## src/hw/rtl/sgcd_pkg.sv

```systemverilog
// sgcd_pkg: shared types for the shifted-set gcd engine
// controller state, controller-to-datapath commands and datapath status
// no dependencies
package sgcd_pkg;

    typedef enum logic [1:0] {
        ST_IDLE,
        ST_RUN,
        ST_SHIFT
    } sgcd_state_t;

    typedef struct packed {
        logic accept;  // take a new word from the input ports
        logic run;     // one binary gcd step
        logic shift;   // restore common power of two, finish when count is zero
    } sgcd_cmd_t;

    typedef struct packed {
        logic direct;  // input word is a load that starts a set or hits an empty set, no gcd needed
        logic gcd_zero; // one gcd operand reached zero
        logic k_zero;  // power-of-two count exhausted
    } sgcd_status_t;

endpackage

```

## src/hw/rtl/sgcd_ctrl.sv

```systemverilog
// sgcd_ctrl: controller state machine of the shifted-set gcd engine
// sequences accept, gcd steps and the final shift-back
// depends on sgcd_pkg
module sgcd_ctrl (
    input  logic                  clk,
    input  logic                  rst_n,
    input  logic                  start,
    input  sgcd_pkg::sgcd_status_t status,
    output sgcd_pkg::sgcd_cmd_t    cmd,
    output logic                  busy
);
    import sgcd_pkg::*;

    sgcd_state_t state_reg;
    sgcd_state_t state_next;

    always_ff @(posedge clk or negedge rst_n)
    begin
        if (!rst_n)
        begin
            state_reg <= ST_IDLE;
        end
        else
        begin
            state_reg <= state_next;
        end
    end

    always_comb
    begin
        state_next = state_reg;
        cmd        = '0;
        busy       = 1'b1;
        unique case (state_reg)
            ST_IDLE:
            begin
                busy = 1'b0;
                if (start)
                begin
                    cmd.accept = 1'b1;
                    if (!status.direct)
                    begin
                        state_next = ST_RUN;
                    end
                end
            end
            ST_RUN:
            begin
                cmd.run = 1'b1;
                if (status.gcd_zero)
                begin
                    state_next = ST_SHIFT;
                end
            end
            ST_SHIFT:
            begin
                cmd.shift = 1'b1;
                if (status.k_zero)
                begin
                    state_next = ST_IDLE;
                end
            end
            default:
            begin
                state_next = ST_IDLE;
            end
        endcase
    end

endmodule

```

## src/hw/rtl/sgcd_datapath.sv

```systemverilog
// sgcd_datapath: set state, binary gcd operand registers and result register
// driven by the commands of sgcd_ctrl
// depends on sgcd_pkg
module sgcd_datapath #(
    parameter int DATA_WIDTH = 60
) (
    input  logic                    clk,
    input  logic                    rst_n,
    input  sgcd_pkg::sgcd_cmd_t     cmd,
    output sgcd_pkg::sgcd_status_t  status,
    input  logic                    func,
    input  logic                    start_set,
    input  logic [DATA_WIDTH-1:0]   operand,
    output logic                    result_valid,
    output logic [DATA_WIDTH:0]     gcd_result
);
    import sgcd_pkg::*;

    localparam int SW = DATA_WIDTH + 1;
    localparam int KW = $clog2(DATA_WIDTH + 1);

    logic [DATA_WIDTH-1:0] first_reg;
    logic [DATA_WIDTH-1:0] dgcd_reg;
    logic [1:0]            size_reg;
    logic                  func_reg;
    logic [SW-1:0]         a_reg;
    logic [SW-1:0]         b_reg;
    logic [KW-1:0]         k_reg;
    logic                  valid_reg;
    logic [SW-1:0]         result_reg;

    logic [DATA_WIDTH-1:0] diff;
    logic [SW-1:0]         sum;
    logic                  a_ge_b;
    logic                  finish;

    assign diff   = (operand >= first_reg) ? (operand - first_reg) : (first_reg - operand);
    assign sum    = {1'b0, first_reg} + {1'b0, operand};
    assign a_ge_b = (a_reg >= b_reg);
    assign finish = cmd.shift && (k_reg == '0);

    assign status.direct   = !func && (start_set || (size_reg == 2'd0));
    assign status.gcd_zero = (a_reg == '0) || (b_reg == '0);
    assign status.k_zero   = (k_reg == '0);

    // set state and result strobe
    always_ff @(posedge clk or negedge rst_n)
    begin
        if (!rst_n)
        begin
            first_reg <= '0;
            dgcd_reg  <= '0;
            size_reg  <= 2'd0;
            valid_reg <= 1'b0;
        end
        else
        begin
            valid_reg <= finish && func_reg;
            if (cmd.accept && !func)
            begin
                if (status.direct)
                begin
                    first_reg <= operand;
                    dgcd_reg  <= '0;
                    size_reg  <= 2'd1;
                end
                else
                begin
                    size_reg <= 2'd2;
                end
            end
            if (finish && !func_reg)
            begin
                dgcd_reg <= a_reg[DATA_WIDTH-1:0];
            end
        end
    end

    // binary gcd operands
    always_ff @(posedge clk)
    begin
        if (cmd.accept)
        begin
            func_reg <= func;
            k_reg    <= '0;
            if (func)
            begin
                a_reg <= sum;
                b_reg <= (size_reg == 2'd2) ? {1'b0, dgcd_reg} : '0;
            end
            else
            begin
                a_reg <= {1'b0, dgcd_reg};
                b_reg <= {1'b0, diff};
            end
        end
        else if (cmd.run)
        begin
            priority if (status.gcd_zero)
            begin
                a_reg <= a_reg | b_reg;
            end
            else if (!a_reg[0] && !b_reg[0])
            begin
                a_reg <= a_reg >> 1;
                b_reg <= b_reg >> 1;
                k_reg <= k_reg + KW'(1);
            end
            else if (!a_reg[0])
            begin
                a_reg <= a_reg >> 1;
            end
            else if (!b_reg[0])
            begin
                b_reg <= b_reg >> 1;
            end
            else if (a_ge_b)
            begin
                a_reg <= (a_reg - b_reg) >> 1;
            end
            else
            begin
                b_reg <= (b_reg - a_reg) >> 1;
            end
        end
        else if (cmd.shift && !status.k_zero)
        begin
            // put back the common power of two one bit at a time
            a_reg <= a_reg << 1;
            k_reg <= k_reg - KW'(1);
        end
        if (finish)
        begin
            result_reg <= a_reg;
        end
    end

    assign result_valid = valid_reg;
    assign gcd_result   = result_reg;

endmodule

```

## src/hw/rtl/shifted_set_gcd_engine_core.sv

```systemverilog
// shifted_set_gcd_engine_core: top level of the shifted-set gcd engine
// instantiates sgcd_ctrl and sgcd_datapath; depends on sgcd_pkg
//
//   channel  | handshake              | payload
//   ---------+------------------------+-------------------------------
//   input    | start, busy            | func, start_set, operand
//   result   | result_valid (strobe)  | gcd_result
//
// a load that starts a set (or hits an empty set) completes at accept, the engine stays idle
// other loads and all queries: an accept step, then binary gcd steps in the
// shared subtract/shift unit, then a shift-back step for each common factor of
// two and a final step; the result strobe of a query is registered from the final step
// reset clears the set to empty; results cannot be stalled and last one cycle
module shifted_set_gcd_engine_core #(
    parameter int DATA_WIDTH = 60
) (
    input  logic                  clk,
    input  logic                  rst_n,
    input  logic                  start,
    output logic                  busy,
    input  logic                  func,
    input  logic                  start_set,
    input  logic [DATA_WIDTH-1:0] operand,
    output logic                  result_valid,
    output logic [DATA_WIDTH:0]   gcd_result
);
    import sgcd_pkg::*;

    sgcd_cmd_t    cmd;
    sgcd_status_t status;

    sgcd_ctrl u_ctrl (
        .clk    (clk),
        .rst_n  (rst_n),
        .start  (start),
        .status (status),
        .cmd    (cmd),
        .busy   (busy)
    );

    sgcd_datapath #(
        .DATA_WIDTH (DATA_WIDTH)
    ) u_datapath (
        .clk          (clk),
        .rst_n        (rst_n),
        .cmd          (cmd),
        .status       (status),
        .func         (func),
        .start_set    (start_set),
        .operand      (operand),
        .result_valid (result_valid),
        .gcd_result   (gcd_result)
    );

endmodule

```

## config.mk

```make
export PLATFORM = sky130hd
export DESIGN_NAME = shifted_set_gcd_engine_core
export DESIGN_NICKNAME = d
export VERILOG_FILES = /design/src/hw/rtl/sgcd_pkg.sv /design/src/hw/rtl/sgcd_ctrl.sv /design/src/hw/rtl/sgcd_datapath.sv /design/src/hw/rtl/shifted_set_gcd_engine_core.sv
export SDC_FILE = /design/constraint.sdc
export NUM_CORES = 1
export LEC_CHECK = 0
export ABC_AREA = 1
export BUFFER_PORTS_ARGS = -buffer_cell sky130_fd_sc_hd__buf_4
export CAP_MARGIN = 0
export CELL_PAD_IN_SITES_DETAIL_PLACEMENT = 2
export CELL_PAD_IN_SITES_GLOBAL_PLACEMENT = 2
export CORE_ASPECT_RATIO = 0.6
export CORE_MARGIN = 4
export CORE_UTILIZATION = 31
export CTS_CLUSTER_SIZE = 30
export DETAILED_ROUTE_END_ITERATION = 8
export PLACE_DENSITY_LB_ADDON = 0.1
export SLEW_MARGIN = 20
export SYNTH_ARGS = -nofsm -noshare
export SYNTH_HDL_FRONTEND = slang
export SYNTH_HIERARCHICAL = 1
export SYNTH_SLANG_ARGS = --single-unit
```

## constraint.sdc

```tcl
create_clock -name clk -period 5.2 [get_ports clk]
set_input_delay 0 -clock clk [delete_from_list [all_inputs] [get_ports clk]]
set_output_delay 0 -clock clk [all_outputs]
set_load 0.02 [all_outputs]
```

After elaboration in Yosys (flattened, before gate mapping)
Index checks and enable logic that the tools add are counted.
- bits in registers: 315
- input port bits: 65
- output and inout port bits: 63
- logic and storage cells: 104
- $add $sub $neg: 7
- $lt $le $gt $ge: 2
- eq/ne operators: 13
- mux-type cells: 37
- bitwise logic cells: 1
- reduce and logical (&&, ||, !) cells: 32
- operators with widths (cell ; count):
    $mux 61 ; 17
    $mux 60 ; 5
    $logic_not 61->1 ; 2
    $sub 61x61->61 ; 2
    $sub 60x60->60 ; 2
    $add 60x60->61 ; 1
    $ge 61x61->1 ; 1
    $or 61x61->61 ; 1
    $ge 60x60->1 ; 1
    $mux 6 ; 4
    $ne 6x5->1 const B ; 2
    $mux 2 ; 5
    $reduce_and 3->1 ; 3
    $ne 2x2->1 const B ; 4
    $reduce_and 4->1 ; 2
    $reduce_bool 2->1 ; 4
    $logic_and 1x1->1 ; 7
    $add 6x1->6 const B ; 1
    $logic_not 6->1 ; 1
    $ne 2x1->1 const B ; 3
    $pmux 2 s3 ; 1
    $reduce_bool 3->1 ; 2
    $sub 6x1->6 const B ; 1
    $logic_not 1->1 ; 5
    7 further kinds ; 15

Depth between registers and ports, before layout
- depth in word-level cells: 8
- depth in mapped cells: 23
- depth with buffers taken out: 20

Modules after synthesis
Netlist, hierarchy kept.
- modules (own cells, without submodules) (module ; times used ; cells an instance ; area an instance (sq um) ; sequential area each (sq um)):
    sgcd_datapath ; 1 ; 7054 ; 40939.3 ; 8693.3
    sgcd_ctrl ; 1 ; 19 ; 126.4 ; 50.0

Least setup slack after synthesis
No wires, ideal clock.
- kind: flip-flop to flip-flop
- start point: register u_datapath.a_reg[32]
- end point: register u_datapath.b_reg[10] (enable)
- setup time: 0.501 ns
- data arrival time: 4.712 ns
- data required time: 4.699 ns
- setup slack: -0.013 ns
- stages on the path, launching flop included: 16
- buffers on the path: 1
- clock period less this slack: 5.213 ns
- cell sequence: edfxtp_1 -> inv_1 -> ha_1 -> buf_2 -> inv_1 -> a21oi_1 -> nand2_1 -> nand2_1 -> nand2_1 -> nand2_1 -> nand2_1 -> nand2_1 -> nand2_1 -> nor2_1 -> nand2_2 -> a22oi_1
- word-level cells in the longest chain between the ends: 4
- elaborated cells between the ends (all ways): 6
- classes of those cells: order compare (1); eq/ne (2); reduce/logical (3)
- ends and longest elaborated chain (what ; line ; source):
    start: declaration ; sgcd_datapath.sv:26 ; logic [SW-1:0] a_reg;
    start signal: assignment ; sgcd_datapath.sv:88 ; a_reg <= sum;
    start signal: assignment ; sgcd_datapath.sv:93 ; a_reg <= {1'b0, dgcd_reg};
    start signal: assignment ; sgcd_datapath.sv:101 ; a_reg <= a_reg | b_reg;
    branches (longest 3 deep; another with $ge 61x61->1) ; n/a ;
    $reduce_and 4->1 (no source line) (*) ; n/a ;
    end signal: assignment ; sgcd_datapath.sv:89 ; b_reg <= (size_reg == 2'd2) ? {1'b0, dgcd_reg} : '0;
    end signal: assignment ; sgcd_datapath.sv:94 ; b_reg <= {1'b0, diff};
    end signal: assignment ; sgcd_datapath.sv:106 ; b_reg <= b_reg >> 1;
    end: declaration ; sgcd_datapath.sv:27 ; logic [SW-1:0] b_reg;
Mark *: on every way between the ends.
A chain may end at the register's enable or synchronous reset.

Worst setup path in the final report
- start point: register u_datapath.first_reg[39]
- end point: register u_datapath.b_reg[23], data pin
- word-level cells in the longest chain between the ends: 4
- ends and longest elaborated chain (what ; line ; source):
    start: declaration ; sgcd_datapath.sv:22 ; logic [DATA_WIDTH-1:0] first_reg;
    start signal: assignment ; sgcd_datapath.sv:63 ; first_reg <= operand;
    $ge 60x60->1 ; sgcd_datapath.sv:37 ; assign diff = (operand >= first_reg) ? (operand - first_reg) : (first_reg - operand);
    $mux 60 ; sgcd_datapath.sv:37 ;
    $mux 61 ; sgcd_datapath.sv:86 ; if (func)
    $mux 61 ; sgcd_datapath.sv:82 ; if (cmd.accept)
Every way passes these cells.

==> summary.md <==
| Metric | Value |
|---|---|
| Worst path required time | `between 5 and 6 ns` |
| Pins Over Slew Limit | `0` |
| Gr ovfl total | `0` |
| P_leak | `24.78 nW` |
| Initial Utilization | `a little under a third` |
| Post-synthesis sequential area ratio | `21.29%` |
| Drt pass-1 iters | `6` |
| Maxcap violations | `0` |
| Row count | `103` |
| Least-Margin Pin Slew | `~1.2 ns` |
| Clock latency on the worst-skew pair | `0.64 ns` |
| Post-CTS Setup Bufs | `0` |
| Die width | `477.9 um` |
| Global-route wire length before repair | `369000 um` |
| NumNets Final | `7637` |
| I/O Pins | `around 130` |
| DR DRC count | `0` |
| Clock skew | `a little over 0.04 ns` |
| Clock Pin Slew Worst Setup and Hold Paths | `0.07 ns` |
| Number of distinct library cells after synthesis | `48` |
| Slew headroom | `20.02%` |
| Worst R2R Setup Slack | `0.70 ns` |
| Synthesized Nets | `7508` |
| Clock sink count | `314` |
| Crit Path Category | `reg -> reg` |
| Total Routed Length | `about 260000 um` |
| Core area | `131600 um2` |
| Met1 Use GR | `54.52%` |
| #FFs+latches synth | `314` |
| Max FO, Critical Path | `54` |
| EDFF count, synth | `183` |
| Drt wl/cell | `29.09 um` |
| Commonest non-fill, non-tap cell in the layout | `nand2_1` |
| Post-Route Setup TNS | `0 ns` |
| Met3 GRT Util | `12.28%` |
| Via/cell ratio | `5.496` |
| Area of placed instances | `about 44000 um2` |
| DIE AREA | `~140000 um2` |
| Post-route cell area | `46200 um2` |
| Synth Flop Type | `edfxtp_1` |
| Most frequent cells in the layout | `nand2_1, inv_1, nor2_1, a21oi_1, nand3_1` |
| RSZ-0062 raised after global routing | `false` |
| Die Ht | `289.9 um` |
| TritonCTS clock tree | `done` |
| IO buf count | `127` |
| Worst hold path type | `in -> reg` |
| Mean post-synth cell area | `5.806 um2` |
| Antenna viol nets, final | `0` |
| Worst vdd ir | `0.5095 mV` |
| Crit path launch type | `flip-flop` |
| DR vias | `between 40000 and 50000` |
| Clock root cell | `clkbuf_16` |
| CP arrival | `4.87 ns` |
| Fmax | `222.4 MHz` |
| Outcome | `finished clean` |
| Endpoints failing hold | `0` |
| Pwr/cell area | `between 600 and 700 nW/um2` |
| Layout area overhead | `12.50%` |
| H-tree depth | `2` |
| GR Layer Usage met2 | `around half` |
| Async set-reset flop share out of synthesis | `between 30 and 40%` |
| Yosys warns | `6` |
| Fin crit period | `4.497 ns` |
| Clk buf depth | `3` |
| CTS Buf Count | `40` |
| Resize count post-CTS | `0` |
| Hold_buf cts | `67` |
| Vias in the first global route | `49990` |
| Initial DRC count | `5722` |
| Layout cells sized above 1 | `4.949%` |
| Pin count of the biggest net entering global routing | `78` |
| # setup viols final | `0` |
| Gpl congestion | `1.072` |
| Post-synthesis cell count | `just over 7000` |
| CP endpoint kind | `flip-flop` |
| Period utilization | `~86%` |
| Busiest grt layer | `met1` |
| Initial antenna violation count | `14` |
| Post-Syn Area | `between 40000 and 50000 um2` |
| GRT Util Overall | `36.50%` |
| Placed wire-length estimate | `between 200000 and 250000 um` |
==> worst paths after layout <==
kind                       cells after the start                       to                      from
min in group asynchronous                      4  u_datapath/first_reg[9]                     rst_n
hold / removal                                 4  u_datapath/first_reg[6]                operand[6]
setup / recovery                              17     u_datapath/b_reg[23]  u_datapath/first_reg[39]
setup reg to reg                              17     u_datapath/b_reg[23]  u_datapath/first_reg[39]
hold reg to reg                                2      u_datapath/k_reg[5]       u_datapath/k_reg[5]
max in group asynchronous                      4  u_datapath/dgcd_reg[56]                     rst_n
==> metal layers <==
| metal | up-vias | routed length (um) |
|---|---|---|
| met5 | - | 232 |
| met4 | 12 | 4487 |
| met3 | 196 | 30460 |
| met2 | 2056 | 102000 |
| met1 | 25040 | 125200 |
| li1 | 22290 | - |
==> kinds of logic after synthesis <==
| logic type | after synthesis | share of synthesized area, % |
|---|---|---|
| AOI/OAI and AO/OA | 1077 | 14.24 |
| and+or+nand+nor | 3567 | 35.61 |
| DFF | 314 | 21.29 |
| buffers and inverters | 1654 | 15.53 |
| xor gates and xnor gates | 91 | 1.941 |
| adders and majority gates | 370 | 11.38 |
==> power breakdown <==
part | switching, W | total [W] | internal (W) | leakage [nW]
clock network | 0.00141 | 0.00325 | 0.00184 | 0.674
registers | 0.000976 | 0.00474 | 0.00377 | 3.02
logic | 0.0158 | 0.0208 | 0.00500 | 21.1
==> synthesized netlist by cell type (8+ instances only) <==
cell type,count,area [um2]
a21boi_0,8,60.06
a21oi_1,482,2412
a32oi_1,18,157.7
and2_1,9,56.30
buf_2,59,295.3
buf_6,10,112.6
clkbuf_1,84,315.3
clkinv_1,8,30.03
dfrtp_1,125,3128
edfxtp_1,183,5495
ha_1,364,4554
inv_1,1443,5416
inv_2,36,135.1
nand2_1,2394,8986
nand2_2,21,131.4
nand3_1,382,1912
nand3b_1,42,315.3
nand4_1,91,569.3
nor2_1,523,1963
nor2_2,19,118.9
nor2_4,8,90.09
nor3_1,41,205.2
nor4_1,25,156.4
o21ai_0,299,1496
o21ai_1,67,335.3
o21bai_1,52,390.4
o22ai_1,118,738.2
o32ai_1,8,70.07
xor2_1,88,770.7
==> through the flow <==
| stage | hold slack [ns] | instances | total power (W) | util [%] | worst slack, ns |
|---|---|---|---|---|---|
| floorplan | -0.2956 | 7073 | 0.01527 | - | 0.2394 |
| global placement | -0.01419 | 8877 | 0.02416 | 33.48 | 0.6845 |
| detailed placement | -0.01105 | 8878 | 0.02462 | 33.48 | 0.9612 |
| CTS | 0.1087 | 9019 | 0.02807 | 35.10 | 0.9219 |
| global route | 0.1474 | 9019 | 0.03021 | 35.10 | 0.4639 |
| finish | 0.1708 | 9022 | 0.02875 | 35.11 | 0.7035 |
==> layout make-up <==
type | count | area [um2]
antenna | 3 | 7.507
clock buffer | 50 | 1111
clock inverter | 24 | 326.6
fill | 16550 | 85380
inverter | 1487 | 5583
multi-input combinational | 5105 | 26000
sequential | 314 | 8743
tap | 1785 | 2233
timing repair buffer | 254 | 2196
==> worst max-delay path, cell delays in order (launching register included) <==
cell	delay (ns)
dfrtp_1	0.40
ha_1	0.75
nand2_1	0.23
nor2_1	0.34
nand2_1	0.20
nor2_2	0.20
nand3_1	0.38
nor2_1	0.22
nor2_1	0.09
nand3_2	0.13
nor2_8	0.05
inv_2	0.06
buf_4	0.60
nand2_1	0.20
nand2_1	0.14
nand2_1	0.07
nand3_1	0.09
nand2_1	0.06
(Power assumes the default switching activity.)
